`src/sv/nfd_pkg.sv`:
```
// Package for the NEC IR frame decoder: widths, register indexes, reset values,
// the pulse class code and the packed result word. No dependencies.
package nfd_pkg;

	// Field and port widths.
	localparam int CFG_W       = 8;
	localparam int CFG_IDX_W   = 3;
	localparam int WIDTH_W     = 8;
	localparam int BYTE_W      = 8;
	localparam int IN_TDATA_W  = 8;
	localparam int OUT_TDATA_W = 24;

	// Default number of bytes in one frame.
	localparam int FRAME_BYTES_DEF = 4;

	// Depth of the queue between classifier and executor.
	localparam int QUEUE_DEPTH = 2;

	// Configuration register indexes.
	localparam logic [CFG_IDX_W-1:0] REG_ZERO_MIN   = 3'd0;
	localparam logic [CFG_IDX_W-1:0] REG_ZERO_MAX   = 3'd1;
	localparam logic [CFG_IDX_W-1:0] REG_ONE_MIN    = 3'd2;
	localparam logic [CFG_IDX_W-1:0] REG_ONE_MAX    = 3'd3;
	localparam logic [CFG_IDX_W-1:0] REG_LEADER_MIN = 3'd4;
	localparam logic [CFG_IDX_W-1:0] REG_LEADER_MAX = 3'd5;

	// Register reset values.
	localparam logic [CFG_W-1:0] RST_ZERO_MIN   = 8'h01;
	localparam logic [CFG_W-1:0] RST_ZERO_MAX   = 8'h03;
	localparam logic [CFG_W-1:0] RST_ONE_MIN    = 8'h07;
	localparam logic [CFG_W-1:0] RST_ONE_MAX    = 8'h09;
	localparam logic [CFG_W-1:0] RST_LEADER_MIN = 8'h14;
	localparam logic [CFG_W-1:0] RST_LEADER_MAX = 8'h16;

	// Class of one IR event as decided by the front end.
	typedef enum logic [2:0] {
		CLS_TIMEOUT,
		CLS_ZERO,
		CLS_ONE,
		CLS_LEADER,
		CLS_BAD
	} cls_t;

	// Result word, frame_ready in the lowest bit.
	typedef struct packed {
		logic              aborted;
		logic              receiving;
		logic [BYTE_W-1:0] command;
		logic [BYTE_W-1:0] address;
		logic              frame_ready;
	} result_t;

	localparam int RESULT_W = $bits(result_t);

endpackage

```
`src/sv/nfd_front.sv`:
```
// Front end of the NEC IR frame decoder: holds the width range registers and
// classifies each input word into a pulse class. Depends on nfd_pkg.
module nfd_front (
	input  logic                          clk,
	input  logic                          arst_n,
	input  logic                          cfg_we,
	input  logic [nfd_pkg::CFG_IDX_W-1:0] cfg_index,
	input  logic [nfd_pkg::CFG_W-1:0]     cfg_data,
	input  logic                          s_tvalid,
	output logic                          s_tready,
	input  logic                          s_tuser,   // mode
	input  logic [nfd_pkg::IN_TDATA_W-1:0] s_tdata,  // width
	output logic                          out_valid,
	input  logic                          out_ready,
	output nfd_pkg::cls_t                 out_cls
);

	logic [nfd_pkg::CFG_W-1:0] zero_min_q, zero_max_q;
	logic [nfd_pkg::CFG_W-1:0] one_min_q, one_max_q;
	logic [nfd_pkg::CFG_W-1:0] leader_min_q, leader_max_q;
	logic                      vld_s1;
	nfd_pkg::cls_t             cls_s1;
	nfd_pkg::cls_t             cls_next;
	logic                      is_zero, is_one, is_leader;
	logic [nfd_pkg::WIDTH_W-1:0] w;

	// Range registers; an index beyond the list is ignored.
	always_ff @(posedge clk or negedge arst_n) begin
		if (!arst_n) begin
			zero_min_q   <= nfd_pkg::RST_ZERO_MIN;
			zero_max_q   <= nfd_pkg::RST_ZERO_MAX;
			one_min_q    <= nfd_pkg::RST_ONE_MIN;
			one_max_q    <= nfd_pkg::RST_ONE_MAX;
			leader_min_q <= nfd_pkg::RST_LEADER_MIN;
			leader_max_q <= nfd_pkg::RST_LEADER_MAX;
		end else if (cfg_we) begin
			case (cfg_index)
				nfd_pkg::REG_ZERO_MIN:   zero_min_q   <= cfg_data;
				nfd_pkg::REG_ZERO_MAX:   zero_max_q   <= cfg_data;
				nfd_pkg::REG_ONE_MIN:    one_min_q    <= cfg_data;
				nfd_pkg::REG_ONE_MAX:    one_max_q    <= cfg_data;
				nfd_pkg::REG_LEADER_MIN: leader_min_q <= cfg_data;
				nfd_pkg::REG_LEADER_MAX: leader_max_q <= cfg_data;
				default: ;
			endcase
		end
	end

	// Classification; zero wins over one, and both win over leader.
	assign w         = s_tdata;
	assign is_zero   = (w >= zero_min_q) && (w <= zero_max_q);
	assign is_one    = (w >= one_min_q) && (w <= one_max_q);
	assign is_leader = (w >= leader_min_q) && (w <= leader_max_q);

	always_comb begin
		if (s_tuser) begin
			cls_next = nfd_pkg::CLS_TIMEOUT;
		end else if (is_zero) begin
			cls_next = nfd_pkg::CLS_ZERO;
		end else if (is_one) begin
			cls_next = nfd_pkg::CLS_ONE;
		end else if (is_leader) begin
			cls_next = nfd_pkg::CLS_LEADER;
		end else begin
			cls_next = nfd_pkg::CLS_BAD;
		end
	end

	// One output stage; it refills in the cycle it is taken.
	assign s_tready  = !vld_s1 || out_ready;
	assign out_valid = vld_s1;
	assign out_cls   = cls_s1;

	always_ff @(posedge clk or negedge arst_n) begin
		if (!arst_n) begin
			vld_s1 <= 1'b0;
		end else if (s_tready) begin
			vld_s1 <= s_tvalid;
		end
	end

	always_ff @(posedge clk) begin
		if (s_tvalid && s_tready) begin
			cls_s1 <= cls_next;
		end
	end

endmodule

```
`src/sv/nfd_queue.sv`:
```
// Short queue of pulse classes between the front end and the executor of the
// NEC IR frame decoder. Depends on nfd_pkg.
module nfd_queue (
	input  logic          clk,
	input  logic          arst_n,
	input  logic          in_valid,
	output logic          in_ready,
	input  nfd_pkg::cls_t in_cls,
	output logic          out_valid,
	input  logic          out_ready,
	output nfd_pkg::cls_t out_cls
);

	localparam int PTR_W = (nfd_pkg::QUEUE_DEPTH > 1) ? $clog2(nfd_pkg::QUEUE_DEPTH) : 1;
	localparam int CNT_W = $clog2(nfd_pkg::QUEUE_DEPTH + 1);

	nfd_pkg::cls_t    mem_q [nfd_pkg::QUEUE_DEPTH];
	logic [PTR_W-1:0] wr_ptr_q, rd_ptr_q;
	logic [CNT_W-1:0] count_q;
	logic             push, pop;

	assign out_valid = (count_q != '0);
	assign pop       = out_valid && out_ready;
	assign in_ready  = (count_q != CNT_W'(nfd_pkg::QUEUE_DEPTH)) || out_ready;
	assign push      = in_valid && in_ready;
	assign out_cls   = mem_q[rd_ptr_q];

	// Pointers and fill count.
	always_ff @(posedge clk or negedge arst_n) begin
		if (!arst_n) begin
			wr_ptr_q <= '0;
			rd_ptr_q <= '0;
			count_q  <= '0;
		end else begin
			if (push) begin
				wr_ptr_q <= (wr_ptr_q == PTR_W'(nfd_pkg::QUEUE_DEPTH - 1)) ? '0 : wr_ptr_q + 1'b1;
			end
			if (pop) begin
				rd_ptr_q <= (rd_ptr_q == PTR_W'(nfd_pkg::QUEUE_DEPTH - 1)) ? '0 : rd_ptr_q + 1'b1;
			end
			if (push && !pop) begin
				count_q <= count_q + 1'b1;
			end else if (pop && !push) begin
				count_q <= count_q - 1'b1;
			end
		end
	end

	// Entry storage.
	always_ff @(posedge clk) begin
		if (push) begin
			mem_q[wr_ptr_q] <= in_cls;
		end
	end

endmodule

```
`src/sv/nfd_back.sv`:
```
// Executor of the NEC IR frame decoder: frame state, bit and byte assembly,
// complement check and the output register. Depends on nfd_pkg.
module nfd_back #(
	parameter int FRAME_BYTES = nfd_pkg::FRAME_BYTES_DEF
) (
	input  logic                            clk,
	input  logic                            arst_n,
	input  logic                            in_valid,
	output logic                            in_ready,
	input  nfd_pkg::cls_t                   in_cls,
	output logic                            m_tvalid,
	input  logic                            m_tready,
	output logic [nfd_pkg::OUT_TDATA_W-1:0] m_tdata
);

	localparam int BI_W = $clog2(FRAME_BYTES);

	logic                        active_q;
	logic [nfd_pkg::BYTE_W-1:0]  shift_q;
	logic [2:0]                  bit_q;
	logic [BI_W-1:0]             byte_q;
	logic [nfd_pkg::BYTE_W-1:0]  addr_q, cmd_q;
	logic                        m_valid_q;
	nfd_pkg::result_t            res_q;

	logic                        take;
	logic                        is_bit, bit_val;
	logic [nfd_pkg::BYTE_W-1:0]  sh;
	logic                        byte_done, last_byte;
	nfd_pkg::result_t            res;

	assign in_ready  = !m_valid_q || m_tready;
	assign take      = in_valid && in_ready;
	assign is_bit    = (in_cls == nfd_pkg::CLS_ZERO) || (in_cls == nfd_pkg::CLS_ONE);
	assign bit_val   = (in_cls == nfd_pkg::CLS_ONE);
	assign sh        = {bit_val, shift_q[nfd_pkg::BYTE_W-1:1]};
	assign byte_done = (bit_q == 3'd7);
	assign last_byte = (byte_q == BI_W'(FRAME_BYTES - 1));

	// Result of the word now being taken.
	always_comb begin
		res = '0;
		if (in_cls == nfd_pkg::CLS_LEADER) begin
			res.receiving = 1'b1;
		end else if (!is_bit || !active_q) begin
			res.aborted = 1'b1;
		end else if (byte_done && last_byte) begin
			if (cmd_q == ~sh) begin
				res.frame_ready = 1'b1;
				res.address     = addr_q;
				res.command     = cmd_q;
			end else begin
				res.aborted = 1'b1;
			end
		end else begin
			res.receiving = 1'b1;
		end
	end

	// Frame state; a leader restarts, any error or a finished frame clears.
	always_ff @(posedge clk or negedge arst_n) begin
		if (!arst_n) begin
			active_q <= 1'b0;
			shift_q  <= '0;
			bit_q    <= '0;
			byte_q   <= '0;
		end else if (take) begin
			if (res.receiving) begin
				active_q <= 1'b1;
				if (in_cls == nfd_pkg::CLS_LEADER) begin
					shift_q <= '0;
					bit_q   <= '0;
					byte_q  <= '0;
				end else if (byte_done) begin
					shift_q <= '0;
					bit_q   <= '0;
					byte_q  <= byte_q + 1'b1;
				end else begin
					shift_q <= sh;
					bit_q   <= bit_q + 1'b1;
				end
			end else begin
				active_q <= 1'b0;
				shift_q  <= '0;
				bit_q    <= '0;
				byte_q   <= '0;
			end
		end
	end

	// Address and command bytes are kept as they complete.
	always_ff @(posedge clk) begin
		if (take && active_q && is_bit && byte_done) begin
			if (byte_q == '0) begin
				addr_q <= sh;
			end
			if (byte_q == BI_W'(FRAME_BYTES - 2)) begin
				cmd_q <= sh;
			end
		end
	end

	// Output register.
	always_ff @(posedge clk or negedge arst_n) begin
		if (!arst_n) begin
			m_valid_q <= 1'b0;
		end else if (in_ready) begin
			m_valid_q <= in_valid;
		end
	end

	always_ff @(posedge clk) begin
		if (take) begin
			res_q <= res;
		end
	end

	assign m_tvalid = m_valid_q;
	assign m_tdata  = {{(nfd_pkg::OUT_TDATA_W - nfd_pkg::RESULT_W){1'b0}}, res_q};

endmodule

```
`src/sv/nec_ir_frame_decoder.sv`:
```
// Top level of the NEC IR frame decoder: front end, class queue and executor.
// Depends on nfd_pkg, nfd_front, nfd_queue and nfd_back.
//
//  channel  direction  handshake          payload
//  s_*      in         s_tvalid/s_tready  s_tuser mode, s_tdata width
//  m_*      out        m_tvalid/m_tready  m_tdata result word
//  cfg_*    in         cfg_we             cfg_index, cfg_data
//
// One word is accepted per cycle while s_tready is high; its result passes the front-end
// stage, a queue entry and the output register before it shows on m_tvalid.
// Reset clears all frame state and loads the default width ranges.
// A stall on m_tready backs up through the queue; the front end keeps accepting
// until its stage and the queue are full.
module nec_ir_frame_decoder #(
	parameter int FRAME_BYTES = nfd_pkg::FRAME_BYTES_DEF
) (
	input  logic                            clk,
	input  logic                            arst_n,
	input  logic                            cfg_we,
	input  logic [nfd_pkg::CFG_IDX_W-1:0]   cfg_index,
	input  logic [nfd_pkg::CFG_W-1:0]       cfg_data,
	input  logic                            s_tvalid,
	output logic                            s_tready,
	input  logic                            s_tuser,   // [0] mode
	input  logic [nfd_pkg::IN_TDATA_W-1:0]  s_tdata,   // [7:0] width
	output logic                            m_tvalid,
	input  logic                            m_tready,
	// [0] frame_ready, [8:1] address, [16:9] command, [17] receiving, [18] aborted
	output logic [nfd_pkg::OUT_TDATA_W-1:0] m_tdata
);

	logic          f_valid, f_ready;
	nfd_pkg::cls_t f_cls;
	logic          q_valid, q_ready;
	nfd_pkg::cls_t q_cls;

	nfd_front u_front (
		.clk       (clk),
		.arst_n    (arst_n),
		.cfg_we    (cfg_we),
		.cfg_index (cfg_index),
		.cfg_data  (cfg_data),
		.s_tvalid  (s_tvalid),
		.s_tready  (s_tready),
		.s_tuser   (s_tuser),
		.s_tdata   (s_tdata),
		.out_valid (f_valid),
		.out_ready (f_ready),
		.out_cls   (f_cls)
	);

	nfd_queue u_queue (
		.clk       (clk),
		.arst_n    (arst_n),
		.in_valid  (f_valid),
		.in_ready  (f_ready),
		.in_cls    (f_cls),
		.out_valid (q_valid),
		.out_ready (q_ready),
		.out_cls   (q_cls)
	);

	nfd_back #(
		.FRAME_BYTES (FRAME_BYTES)
	) u_back (
		.clk      (clk),
		.arst_n   (arst_n),
		.in_valid (q_valid),
		.in_ready (q_ready),
		.in_cls   (q_cls),
		.m_tvalid (m_tvalid),
		.m_tready (m_tready),
		.m_tdata  (m_tdata)
	);

endmodule

```
`config.mk`:
```
export PLATFORM = sky130hd
export DESIGN_NAME = nec_ir_frame_decoder
export DESIGN_NICKNAME = d
export VERILOG_FILES = /design/src/sv/nfd_pkg.sv /design/src/sv/nfd_front.sv /design/src/sv/nfd_queue.sv /design/src/sv/nfd_back.sv /design/src/sv/nec_ir_frame_decoder.sv
export SDC_FILE = /design/constraint.sdc
export NUM_CORES = 1
export LEC_CHECK = 0
export BUFFER_PORTS_ARGS = -buffer_cell sky130_fd_sc_hd__clkbuf_2
export CAP_MARGIN = 10
export CORE_MARGIN = 2
export CORE_UTILIZATION = 54
export DETAILED_ROUTE_END_ITERATION = 8
export PLACE_DENSITY = 0.77
export SLEW_MARGIN = 20
export SYNTH_ARGS = -nofsm -noshare
export SYNTH_HDL_FRONTEND = slang
export SYNTH_SLANG_ARGS = --single-unit
```
`constraint.sdc`:
```
create_clock -name clk -period 1.8 [get_ports clk]
set_input_delay 0.09 -clock clk [delete_from_list [all_inputs] [get_ports clk]]
set_output_delay 0.09 -clock clk [all_outputs]
set_load 0.01 [all_outputs]
```
==> metrics.cfg <==
[outcome]
outcome = finished, violations left
failed_checks = setup timing

[floorplanning]
rows = 36
core_region_area_um2 = 9860
die_area_um2 = 11100
ios = 51
initial_core_util_pct = 56.1
die-height_um = 105
die_w_um = 105

[sta]
slew-limit-headroom_pct = 59.8
setup_viol = 20
grt_setup_unrepaired = true
period_needed_ns = 1.92
worst_pin_slew_ns = 0.599
final_max_slew_viol_count = 0
final_hold_viols = 0
final_min_period_over_clock_period_pct = 106
setup_slack_ns = -0.116
fmax_mhz = 522
final.setup_skew_ns = 0.0119

[global_routing]
grt_pass1_vias = 3874
global_route.usage.total_pct = 21.0
antenna_found_initial = 0
grt_pass1_wl_mm = 18.3
largest_net_degree_at_the_start_of_global_routing = 38
globalRoute.totalOverflow = 0

[job]
cap_violations = 0

[worst_setup_path]
worstSetupPathType = flip-flop to flip-flop
worst-path-buf-inv = 1
timing.critical_path.fanout_max = 2
cp_top_family = compound AO/OA/AOI/OAI gates
cell_chain_critical_path = inv_2 -> ha_1 -> o21a_1 -> nor2_1 -> o31ai_2 -> o211a_1 -> o22ai_2
cp_slowest_stage_delay_ns = 0.55
worstPathArrival_ns = 2.06
cp_slowest_cell = dfstp_2
critical_path_cell_count = 7
timing.reg2reg.worst_path_depth = 7
critical_path_required_ns = 1.94
critPathCaptureType = flip-flop
timing.critical_path.from_type = flip-flop

[layout]
final_layout_size_suffix_gt1_share_pct = 33.6
num-nets-final = 636
antennaDiodeCount = 0
finalCoreUtilization_pct = 67.7
finalInstanceArea_um2 = 6680
areaGrowthSynthToFinish_pct = 20.8

[drt]
routed-via-count = 3827
routed_via_density = 5.51
routedWlPerCell_um = 15.8
total_wirelength_of_the_detailed_routed_design_mm = 11.0
ant_nets = 0
route.detailed.drc = 0
first_iter_violations = 208
drt_pass1_iterations = 5

[clocking]
cts_root_buf = clkbuf_8
max-clock-path-buffers = 2
tritoncts = done
clk_latency_ns = 0.39
clkSinkCount = 111
ctsHtreeMaxLevel = 3
clkSlewWorstSetupHoldPaths_ns = 0.11
cts_inserted_buffers = 9

[min_path]
min_path_type = input port to flip-flop
min_delay_path_depth = 3

[yosys]
postSynthRegisterBits = 111
area_of_the_mapped_netlist_um2 = 5530
synth_largest_area_cell = dfrtp_1
synth-main-ff-cell = dfrtp_1
netlist-cell-type-count = 50
synth_seq_area_share_pct = 54.5
yosysWarningCount = 0
synthTopCellsByArea = dfrtp_1 24%, edfxtp_1 24%, ha_1 12%
synthArstFlopShare_pct = 60.4
synth_area_per_cell_um2 = 11.8
synth_top_area_share_pct = 24.4
synth_edf_count = 44
syn_inst = 467

[placement]
placed_area_um2 = 6150
port_buffers = 45
gpl.final_weighted_congestion = 0.812
dpl.hpwl_mm = 7.91

[power_and_ir_drop]
powerDensity_nw_per_um2 = 1080
irDropWorstVdd_mv = 0.627
cellLeakagePower_nw = 2.93

-- sequential cells by signal (all words and copies together) (netlist names) --
| name | flops |
|---|---|
| u_back.byte_q | 2 |
| u_back.active_q | 1 |
| u_back.addr_q | 8 |
| u_back.shift_q | 7 |
| u_front.out_cls | 3 |
| u_queue.count_q | 2 |
| u_front.zero_max_q | 8 |
| u_front.leader_max_q | 8 |
| u_front.out_valid | 1 |
| u_back.cmd_q | 8 |
| u_front.zero_min_q | 8 |
| u_back.m_tvalid | 1 |
| u_back.m_tdata | 19 |
| u_queue.rd_ptr_q | 1 |
| u_front.leader_min_q | 8 |
| u_back.bit_q | 3 |
| u_front.one_max_q | 8 |
| u_queue.wr_ptr_q | 1 |
| u_queue.mem_q | 6 |
| u_front.one_min_q | 8 |
-- layout by cell type, fill, tap and decap left out, drive strengths merged, types with 3 or more instances in the layout --
cell type	Yosys	routed
clkbuf	5	53
dfrtp	54	54
edfxtp	44	44
and3	4	4
nand3	3	3
dlygate4sd3	0	6
nor2	10	10
o21a	4	4
nand2b	10	10
xnor2	10	10
ha	54	54
conb	1	5
nand4	7	7
o211ai	4	4
a21oi	13	13
a211o	4	4
buf	6	36
xor2	5	5
nor3b	4	4
nand4b	3	3
mux2	22	22
inv	49	52
a22o	6	6
o21ai	38	38
dfstp	13	13
nor3	4	4
and2	19	19
nand2	45	45
-- cell usage after synthesis, types with 10 or more instances --
master,instances
dfrtp_1,54
ha_1,54
inv_1,49
nand2_1,45
edfxtp_1,44
o21ai_0,37
mux2_2,22
and2_2,17
a21oi_1,13
dfstp_2,13
nand2b_1,10
nor2_1,10
xnor2_1,10
-- path summary, 6_finish.rpt --
check                                                 start                             endpoint  slack (ns)
max in group asynchronous                            arst_n  u_front.leader_min_q[4]$_DFFE_PN1P_        0.96
min                                             cfg_data[6]    u_front.zero_max_q[6]$_DFFE_PN0P_        0.02
max                        u_front.one_min_q[2]$_DFFE_PN1P_     u_front.out_cls[0]$_SDFFCE_PP0P_       -0.12
max reg2reg                u_front.one_min_q[2]$_DFFE_PN1P_     u_front.out_cls[0]$_SDFFCE_PP0P_       -0.12
min in group asynchronous                            arst_n  u_front.leader_min_q[0]$_DFFE_PN0P_        0.20
min reg2reg                u_front.out_cls[1]$_SDFFCE_PP0P_        u_queue.mem_q[1][1]$_DFFE_PP_        0.48
-- per-layer routing --
metal | wire, um | up-vias | global-route usage [%]
met3 | 355 | 29 | 3.49
met1 | 4580 | 1882 | 25.5
met4 | 321 | 0 | 9.33
li1 | - | 1820 | -
met5 | 0 | - | 0
met2 | 5720 | 96 | 36.6
-- power by group --
group	total [W]	switching (W)	leakage, nW	internal [W]
Sequential	0.00348	0.000233	1.23	0.00325
Clock	0.00148	0.000936	0.0970	0.000547
Combinational	0.00223	0.00120	1.60	0.00103
-- per-stage QoR --
| step | TNS (ns) | instances | hold slack, ns | setup slack [ns] | total power [W] |
|---|---|---|---|---|---|
| final | -0.571 | 695 | 0.0225 | -0.116 | 0.00719 |
| after global routing | -2.76 | 695 | 0.0435 | -0.158 | 0.00764 |
| after CTS | -0.148 | 693 | 0.0216 | -0.0587 | 0.00706 |
| after detailed placement | -2.70 | 669 | 0.0952 | -0.156 | 0.00549 |
| after global placement | -1.36 | 669 | 0.0866 | -0.0976 | 0.00536 |
| after floorplan | -0.272 | 471 | -0.206 | -0.0290 | 0.00477 |
-- worst register-to-register path, delay by kind of cell (launching register included) --
family | cells | cell delay [ns]
flip-flops | 1 | 0.55
AO/OA/AOI/OAI | 4 | 0.77
buffers and inverters | 1 | 0.04
adder cells (fa/ha/maj) | 1 | 0.27
AND/OR/NAND/NOR | 1 | 0.05
-- logic make-up after synthesis --
| family | count (synthesis) | share of synthesized area [%] |
|---|---|---|
| AND/OR/NAND/NOR | 117 | 11.6 |
| flip-flops | 111 | 54.5 |
| AO/OA/AOI/OAI | 85 | 9.80 |
| buffers and inverters | 60 | 4.55 |
| adder cells (fa/ha/maj) | 54 | 12.2 |
| multiplexers | 24 | 4.84 |
| XOR/XNOR | 15 | 2.38 |
| other | 1 | 0.0678 |
-- layout make-up --
class                           count  area (um^2)
Timing Repair Buffer               86          592
Clock inverter                      7         72.6
Sequential cell                   111         3010
Tap cell                          133          166
Multi-Input combinational cell    300         2520
Inverter                           49          188
Clock buffer                        9          124
Fill cell                         694         3190
-- what timing repair did --
action / in CTS / in global routing
pin swaps: 15 / 10
gates resized for setup: 18 / 29
hold buffers: 6 / 0
endpoints found under the hold margin: 18 / 0
endpoints found under the setup margin: 43 / 48
buffers inserted: 2 / 2
Note: power is estimated with default switching activity, not from simulation.
